===== config.mk =====
export PLATFORM = sky130hd
export DESIGN_NAME = xy_route_round_robin_arbiter_core
export DESIGN_NICKNAME = d
export VERILOG_FILES = /design/src/hdl/xyr_pkg.sv /design/src/hdl/xyr_route.sv /design/src/hdl/xyr_alloc.sv /design/src/hdl/xy_route_round_robin_arbiter_core.sv
export SDC_FILE = /design/constraint.sdc
export NUM_CORES = 1
export LEC_CHECK = 0
export BUFFER_PORTS_ARGS = -buffer_cell sky130_fd_sc_hd__buf_4
export CELL_PAD_IN_SITES_DETAIL_PLACEMENT = 0
export CELL_PAD_IN_SITES_GLOBAL_PLACEMENT = 2
export CORE_ASPECT_RATIO = 0.6
export CORE_MARGIN = 2
export CORE_UTILIZATION = 40
export CTS_CLUSTER_SIZE = 20
export DETAILED_ROUTE_END_ITERATION = 10
export PLACE_DENSITY = 0.88
export SLEW_MARGIN = 10
export SYNTH_ARGS = -nofsm -noshare
export SYNTH_HDL_FRONTEND = slang
export SYNTH_HIERARCHICAL = 1
export SYNTH_SLANG_ARGS = --single-unit

===== constraint.sdc =====
create_clock -name clk -period 8.71 [get_ports clk]
set_input_delay 1.3065 -clock clk [delete_from_list [all_inputs] [get_ports clk]]
set_output_delay 1.3065 -clock clk [all_outputs]
set_load 0.02 [all_outputs]

===== src/hdl/xyr_pkg.sv =====
// Package for the XY-route round-robin switch allocator.
// Holds sizes, port and class codes, and the request and result types.
// No dependencies.
package xyr_pkg;

  localparam int NUM_CLASSES = 3;
  localparam int COORD_BITS  = 4;
  localparam int CREDIT_BITS = 4;

  localparam int NUM_PORTS  = 5;
  localparam int PORT_BITS  = 3;
  localparam int CLASS_BITS = 2;

  typedef logic [PORT_BITS-1:0]  port_idx_t;
  typedef logic [CLASS_BITS-1:0] msg_class_t;
  typedef logic [COORD_BITS-1:0] coord_t;

  localparam port_idx_t PORT_HOME  = 3'd0;
  localparam port_idx_t PORT_UP    = 3'd1;
  localparam port_idx_t PORT_DOWN  = 3'd2;
  localparam port_idx_t PORT_LEFT  = 3'd3;
  localparam port_idx_t PORT_RIGHT = 3'd4;

  localparam msg_class_t CLASS_REQ  = 2'd0;
  localparam msg_class_t CLASS_RESP = 2'd1;

  localparam int REG_ROUTER_X = 0;
  localparam int REG_ROUTER_Y = 1;

  // Row e holds the mask of ingress ports that ask for egress port e.
  typedef logic [NUM_PORTS-1:0][NUM_PORTS-1:0] req_matrix_t;

  typedef struct packed {
    msg_class_t                         msg_class;
    logic [NUM_PORTS-1:0]               head_valid;
    logic [NUM_PORTS*COORD_BITS-1:0]    head_dest_x;
    logic [NUM_PORTS*COORD_BITS-1:0]    head_dest_y;
    logic [NUM_PORTS*CREDIT_BITS-1:0]   port_credit;
  } alloc_req_t;

  typedef struct packed {
    logic [NUM_PORTS-1:0]               grant_valid;
    logic [NUM_PORTS*PORT_BITS-1:0]     grant_source;
  } alloc_rsp_t;

endpackage


===== src/hdl/xyr_route.sv =====
// XY route decode: maps each valid ingress head to its egress port.
// Produces one request mask per egress port. Depends on xyr_pkg.
module xyr_route
  import xyr_pkg::*;
(
  input  coord_t                          router_x,
  input  coord_t                          router_y,
  input  logic [NUM_PORTS-1:0]            head_valid,
  input  logic [NUM_PORTS*COORD_BITS-1:0] head_dest_x,
  input  logic [NUM_PORTS*COORD_BITS-1:0] head_dest_y,
  output req_matrix_t                     req
);

  always_comb begin
    coord_t    dx;
    coord_t    dy;
    port_idx_t p;
    req = '0;
    for (int d = 0; d < NUM_PORTS; d++) begin
      dx = head_dest_x[d*COORD_BITS +: COORD_BITS];
      dy = head_dest_y[d*COORD_BITS +: COORD_BITS];
      if (dx < router_x) begin
        p = PORT_LEFT;
      end else if (dx > router_x) begin
        p = PORT_RIGHT;
      end else if (dy < router_y) begin
        p = PORT_UP;
      end else if (dy > router_y) begin
        p = PORT_DOWN;
      end else begin
        p = PORT_HOME;
      end
      if (head_valid[d]) begin
        req[p][d] = 1'b1;
      end
    end
  end

endmodule


===== src/hdl/xyr_alloc.sv =====
// Round-robin grant logic with the per-class, per-port last-grant pointers.
// Checks egress credit and picks one ingress per egress. Depends on xyr_pkg.
module xyr_alloc
  import xyr_pkg::*;
(
  input  logic                             clk,
  input  logic                             rst,
  input  logic                             en,
  input  msg_class_t                       msg_class,
  input  req_matrix_t                      req,
  input  logic [NUM_PORTS*CREDIT_BITS-1:0] port_credit,
  output alloc_rsp_t                       rsp
);

  port_idx_t last_grant [NUM_CLASSES][NUM_PORTS];

  logic                 class_ok;
  msg_class_t           row;
  logic [NUM_PORTS-1:0] win;
  port_idx_t            pick [NUM_PORTS];

  assign class_ok = (msg_class < NUM_CLASSES);
  assign row      = class_ok ? msg_class : CLASS_REQ;

  always_comb begin
    logic [CREDIT_BITS-1:0] credit;
    logic                   ok;
    logic [PORT_BITS:0]     j;
    port_idx_t              last;
    win = '0;
    for (int e = 0; e < NUM_PORTS; e++) begin
      pick[e] = PORT_HOME;
      credit  = port_credit[e*CREDIT_BITS +: CREDIT_BITS];
      last    = last_grant[row][e];
      if (e == int'(PORT_HOME)) begin
        if (msg_class == CLASS_RESP) begin
          ok = 1'b1;
        end else if (msg_class == CLASS_REQ) begin
          ok = (credit > 1);
        end else begin
          ok = (credit != '0);
        end
      end else begin
        ok = (credit != '0);
      end
      ok = ok && class_ok;
      for (int i = 1; i <= NUM_PORTS; i++) begin
        j = {1'b0, last} + (PORT_BITS+1)'(i);
        if (j >= (PORT_BITS+1)'(NUM_PORTS)) begin
          j = j - (PORT_BITS+1)'(NUM_PORTS);
        end
        if (ok && !win[e] && req[e][j[PORT_BITS-1:0]]) begin
          win[e]  = 1'b1;
          pick[e] = j[PORT_BITS-1:0];
        end
      end
    end
  end

  always_comb begin
    rsp.grant_valid  = win;
    rsp.grant_source = '0;
    for (int e = 0; e < NUM_PORTS; e++) begin
      rsp.grant_source[e*PORT_BITS +: PORT_BITS] = pick[e];
    end
  end

  always_ff @(posedge clk) begin
    if (rst) begin
      for (int c = 0; c < NUM_CLASSES; c++) begin
        for (int e = 0; e < NUM_PORTS; e++) begin
          last_grant[c][e] <= PORT_HOME;
        end
      end
    end else if (en) begin
      for (int e = 0; e < NUM_PORTS; e++) begin
        if (win[e]) begin
          last_grant[row][e] <= pick[e];
        end
      end
    end
  end

endmodule


===== src/hdl/xy_route_round_robin_arbiter_core.sv =====
// Top level of the XY-route round-robin switch allocator.
// Holds the APB registers and the request and result registers.
// Depends on xyr_pkg, xyr_route and xyr_alloc.
//
//   channel  direction  handshake              payload
//   in       input      in_valid / in_ready    in_data  (alloc_req_t)
//   out      output     out_valid / out_ready  out_data (alloc_rsp_t)
//   apb      input      psel / penable         paddr, pwdata, prdata
//
// A request is registered on acceptance and its grants are computed from that
// register, then registered into the result register when the request advances.
// One request is accepted every cycle while results are taken.
// The last-grant pointers update in the cycle a result is registered, so the
// next request already sees them. Reset clears pointers and coordinates.
// A stalled result holds the result register, and the request register then
// holds its request; in_ready drops only when both are full.
module xy_route_round_robin_arbiter_core
  import xyr_pkg::*;
(
  input  logic        clk,
  input  logic        rst,
  input  logic        in_valid,
  output logic        in_ready,
  input  alloc_req_t  in_data,
  output logic        out_valid,
  input  logic        out_ready,
  output alloc_rsp_t  out_data,
  input  logic        psel,
  input  logic        penable,
  input  logic        pwrite,
  input  logic [2:0]  paddr,
  input  logic [31:0] pwdata,
  output logic [31:0] prdata,
  output logic        pready
);

  coord_t      router_x;
  coord_t      router_y;
  logic        req_valid;
  alloc_req_t  req_data;
  logic        advance;
  req_matrix_t req;
  alloc_rsp_t  rsp;
  logic        cfg_write;

  assign pready    = 1'b1;
  assign cfg_write = psel && penable && pwrite;

  always_ff @(posedge clk) begin
    if (rst) begin
      router_x <= '0;
      router_y <= '0;
    end else if (cfg_write) begin
      unique case (int'(paddr[2]))
        REG_ROUTER_X: router_x <= pwdata[COORD_BITS-1:0];
        REG_ROUTER_Y: router_y <= pwdata[COORD_BITS-1:0];
        default: ;
      endcase
    end
  end

  always_comb begin
    prdata = '0;
    unique case (int'(paddr[2]))
      REG_ROUTER_X: prdata[COORD_BITS-1:0] = router_x;
      REG_ROUTER_Y: prdata[COORD_BITS-1:0] = router_y;
      default: ;
    endcase
  end

  assign advance  = req_valid && (!out_valid || out_ready);
  assign in_ready = !req_valid || advance;

  always_ff @(posedge clk) begin
    if (rst) begin
      req_valid <= 1'b0;
    end else if (in_ready) begin
      req_valid <= in_valid;
    end
  end

  always_ff @(posedge clk) begin
    if (in_ready && in_valid) begin
      req_data <= in_data;
    end
  end

  xyr_route u_route (
    .router_x    (router_x),
    .router_y    (router_y),
    .head_valid  (req_data.head_valid),
    .head_dest_x (req_data.head_dest_x),
    .head_dest_y (req_data.head_dest_y),
    .req         (req)
  );

  xyr_alloc u_alloc (
    .clk           (clk),
    .rst           (rst),
    .en            (advance),
    .msg_class     (req_data.msg_class),
    .req           (req),
    .port_credit   (req_data.port_credit),
    .rsp           (rsp)
  );

  always_ff @(posedge clk) begin
    if (rst) begin
      out_valid <= 1'b0;
    end else if (advance) begin
      out_valid <= 1'b1;
    end else if (out_ready) begin
      out_valid <= 1'b0;
    end
  end

  always_ff @(posedge clk) begin
    if (advance) begin
      out_data <= rsp;
    end
  end

endmodule

**Word level (Yosys, flattened, before mapping)**

Memories as Yosys holds them, arrays and structs flattened.
Index checks and enable logic that the tools add are counted.

- Flip-flop bits (word level): 97
- RAM bits: 45
- Output and inout bits: 55
- Memories: 1

Memories:

| memory | words | width | rd ports | clocked after Yosys merged registers in | wr ports | RTL line | source |
|---|---|---|---|---|---|---|---|
| u_alloc.last_grant | 3 | 15 | 1 | 0 | 3 | xyr_alloc.sv:15 | `port_idx_t last_grant [NUM_CLASSES][NUM_PORTS];` |

- $add $sub $neg: 50
- Magnitude comparators: 82
- Equality and inequality tests: 1
- Mux-type cells: 191
- Bitwise gates (word level): 5
- Reduce and logical (&&, ||, !) cells: 93

Operators by type and width:

| kind | number |
|---|---|
| 3-bit two-way mux | 66 |
| 25-bit two-way mux | 5 |
| 3-bit by 4-bit < comparator with 1-bit output (second input constant) | 30 |
| 4-bit by 3-bit >= comparator with 1-bit output (second input constant) | 25 |
| 25-bit bitwise OR | 4 |
| 1-bit two-way mux | 77 |
| 1-bit binary-select mux with 3-bit select | 25 |
| 5-bit demux with 3-bit select | 5 |
| 3-bit subtractor (second input constant) | 25 |
| 1-bit logical AND | 59 |
| 3-bit by 2-bit adder with 4-bit output (second input constant) | 10 |
| 3-bit by 3-bit adder with 4-bit output (second input constant) | 10 |
| 4-bit > comparator | 10 |
| 4-bit < comparator | 10 |
| 1-bit zero test | 22 |
| 3-bit by 1-bit adder with 4-bit output (second input constant) | 5 |
| 4-bit nonzero test | 5 |
| 2-bit two-way mux | 8 |
| 3-bit by 1-bit >= comparator with 1-bit output (second input constant) | 5 |
| 15-bit two-way mux | 1 |
| 15-bit OR reduction | 1 |
| 5-bit two-way mux | 2 |
| 4-bit one-hot mux with 2 select lines | 1 |
| 4-bit by 1-bit > comparator with 1-bit output (second input constant) | 1 |
| other kinds (8) | 10 |

**Logic depth before layout (Yosys ltp)**

- Depth after elaboration: 44
- Depth in mapped cells: 20
- Depth with buffers taken out: 16

**Cells and area by module**

The synthesis kept the hierarchy.

By module, submodules not included:

| module | times used | cells each | area an instance (µm²) |
|---|---|---|---|
| xyr_alloc | 1 | 925 | 7811.2 |
| xy_route_round_robin_arbiter_core | 1 | 164 | 3306.9 |
| xyr_route | 1 | 146 | 1273.7 |

**Least setup slack after synthesis**

Ideal clock, no wire load.

- Path kind: register -> register
- From: register req_data[65] (netlist bit)
- To: memory u_alloc/last_grant[2][0] (netlist bit), enable pin
- Library setup time: 0.311 ns
- Arrival time: 4.610 ns
- Required time: 8.399 ns
- Slack: 3.789 ns
- Stages on the path, launching flop included: 21
- Buffers on the path: 5
- Period minus slack after synthesis: 4.921 ns
- Cells stage by stage: edfxtp_1 > buf_6 > buf_12 > buf_12 > buf_4 > mux2i_1 > mux2i_2 > inv_1 > ha_1 > ha_1 > clkbuf_1 > xnor2_1 > and2_1 > o21ai_0 > o311ai_0 > o21ai_1 > nand3_1 > nor4b_4 > nand3_2 > o41a_4 > a21oi_2

RTL lines:

| element | RTL line | source |
|---|---|---|
| start, declared | xy_route_round_robin_arbiter_core.sv:40 | `alloc_req_t req_data;` |
| start signal, assigned | xy_route_round_robin_arbiter_core.sv:84 | `req_data <= in_data;` |
| end, declared | xyr_alloc.sv:15 |  |

==> impl_results.md <==
* Clk_lat worst skew at 0.44 ns
* Final setup viols at 0
* Root Driver: clkbuf_16
* Status: finished clean
* Antenna viol nets, final at 0
* Placed Cells at 1716
* Vias at 10207
* HPWL after detailed placement at 26410 um
* Post-synth top area share at 31.99%
* Iter 0 DRT Violations at 1059
* Synth top cells by count: edfxtp_1, ha_1, nand2_1
* Share of cells above drive strength 1 at 20.22%
* Worst Max-Slew Pin Slew at 1.199 ns
* Hold Buf Count CTS at 0
* CP endpoint: u_alloc/last_grant[2][2]$_DFFE_PP_
* CTS H-Tree Depth at 4
* Die ar. at 0.03245 mm2
* Yosys Warn Count at 6
* Synth Area in Simple Gates at 17.44%
* Final min period at 5.964 ns
* CP max FO at 50
* Crit share post-route at 68.47%
* DRC at 0
* Largest net degree at the start of global routing at 68
* Setup crit start: req_data[65]$_DFFE_PP_
* Power per cell area at 179.4 mW/mm2
* # nets final at 1519
* DRT Wirelength at 34960 um
* Num CTS Buffers at 17
* RR Startpoint: req_data[65]$_DFFE_PP_
* Max Freq at 0.1677 GHz
* Synth area leaders: edfxtp_1, ha_1, mux2i_1
* IO Pins at 164
* Main combinational cell family by area after synthesis: compound AO/OA/AOI/OAI gates
* Mean post-synth cell area at 10.03 um2
* Clock Sinks at 142
* Critical Path Start Type: register
* Mapped Cells at 1235
* Total GRT Usage at 21.53%
* Antenna violations before repair at 0
* Slew Viols, Final at 0
* Vias per Instance at 5.839
* Row count at 49
* Final Wtd Congestion at 0.9323
* Netlist cell types at 119
* Area grow syn2layout at 12.80%
* Post-synth EDFFs at 132
* Cell with the most instances after synthesis: edfxtp_1
* Core area at 0.03023 mm2
* Non-Filler Instances at 1748
* Die X at 231.2 um
* Worst Path Arrival at 6.09 ns
* Flops & latches, synth at 142
* First-pass GRT wire length at 54770 um
* CTS tree: yes
* Post-Synth Adder-Cell Area at 8.441%
* Xor/xnor share of the synthesized area at 1.828%
* Crit path capture type: register
* Clk pin slew, worst setup/hold paths at 0.07 ns
* Die extent in y at 140.3 um
* Required @ worst endpoint at 8.83 ns
* PortBufs at 104
* Worst Skew at 0.01757 ns
* GRT overflow at 0
* RSZ-0062 raised after global routing: false
* End of the worst register-to-register path: u_alloc/last_grant[2][2]$_DFFE_PP_
* Async set-or-reset flop fraction in the synthesized netlist at 0%
* Max-cap check violation count at 0
* WL/cell at 20.00 um
* Final hold violation count at 0
* Yosys top cell by area: edfxtp_1
* Post-CTS Setup Bufs at 0
* Leak at 5.569 nW
* Vias in the first global route at 9564
* Starting Density at 41.00%
* Mux share of post-synthesis cell area at 11.22%
* Synth Area in Compound Gates at 20.84%
* Initial DRT Pass Iterations at 5
* Diodes inserted at 0
* CTS Buffer Depth at 2
* Sum of negative setup slack at 0 ns
* WS Path Type: reg2reg
* Fillers at 2786
* PostCTS Resize Cnt at 0
* Sequential fraction of the synthesis area at 33.60%
* Main synth FF type: edfxtp_1
* Worst hold path stage count at 2
* R2R depth at 15
* Setup slack, reg-to-reg at 2.75 ns
* Worst min path class: reg2reg
* Synthesized cell area at 0.01239 mm2
* Worst vdd ir at 0.0001318 V
* Max_slew headroom at 19.59%
layout make-up:
class                   instances  area, um2  share of cell area (%)
well taps                     408      510.5                   3.652
clock buffers                  20      456.7                   3.267
multi-input cells             972       7517                   53.78
repair buffers                117      878.3                   6.284
clock inverters                12      160.2                   1.146
flip-flops and latches        142       4164                   29.79
inverters                      77      291.5                   2.086
layout by cell type (no fill, tap or decap), drive strengths merged, types with 20 or more instances in the layout:
master,instances
edfxtp,132
conb,29
inv,76
o211ai,21
nor2b,26
a211oi,34
a21oi,66
and2,25
o21ai,43
mux2,33
nor2,64
nand2b,34
clkbuf,20
mux2i,81
nand3,23
nor3,26
buf,117
ha,82
nand2,77
critical path, cell delays in order, from the launching register on:
cell and delay (ns):
edfxtp_1 0.32, buf_4 0.56, mux2i_1 0.32, mux2i_4 0.46, clkinv_1 0.44, ha_1 0.64, xnor2_1 0.22, and2_1 0.20
o21ai_0 0.15, o311ai_0 0.16, o21ai_1 0.38, nand3_1 0.24, nor4b_4 0.45, nand3_2 0.17, o41a_4 0.58, a21oi_2 0.28
sequential cells by signal (all words and copies together) (netlist names):
| name | cells |
|---|---|
| router_x | 4 |
| router_y | 4 |
| out_valid | 1 |
| req_valid | 1 |
| out_data | 20 |
| u_alloc/last_grant | 45 |
| req_data | 67 |
how the worst min path moves through the flow:
stage,slack (ns),from,to
CTS,0.47,req_valid$_SDFFE_PP0P_,out_valid$_SDFFE_PP0P_
global placement,0.45,req_valid$_SDFFE_PP0P_,out_valid$_SDFFE_PP0P_
finish,0.47,req_valid$_SDFFE_PP0P_,out_valid$_SDFFE_PP0P_
floorplan,0.43,req_valid$_SDFFE_PP0P_,out_valid$_SDFFE_PP0P_
detailed placement,0.46,req_valid$_SDFFE_PP0P_,out_valid$_SDFFE_PP0P_
global route,0.50,req_valid$_SDFFE_PP0P_,out_valid$_SDFFE_PP0P_
metrics by stage:
stage	setup WS, ns	hold WS (ns)	utilization (%)	area [um2]	power (mW)
CTS	2.800	0.4717	46.25	13980	2.504
finish	2.746	0.4701	46.25	13980	2.508
floorplan	3.789	0.4342	-	12490	1.507
global placement	2.865	0.4453	44.21	13360	1.727
detailed placement	2.803	0.4649	44.21	13360	1.728
global route	2.393	0.4977	46.25	13980	2.632
cells by family after synthesis:
group | after synthesis
other | 2
XOR/XNOR | 25
AO/OA/AOI/OAI | 331
buffers and inverters | 148
AND/OR/NAND/NOR | 386
adder cells (fa/ha/maj) | 83
flip-flops | 142
multiplexers | 118
metal layers:
layer / wire length, um / track usage [%]
met5: 0 / 0
met4: 582 / 5.535
met3: 2513 / 4.377
met2: 14380 / 30.33
met1: 17490 / 33.02
power by group:
part / leakage, nW / internal [mW] / switching [mW] / total, mW
clock network: 0.301 / 0.468 / 0.306 / 0.774
logic: 3.88 / 0.335 / 0.575 / 0.910
registers: 1.39 / 0.804 / 0.0194 / 0.823
Note: power is estimated with default switching activity, not from simulation.
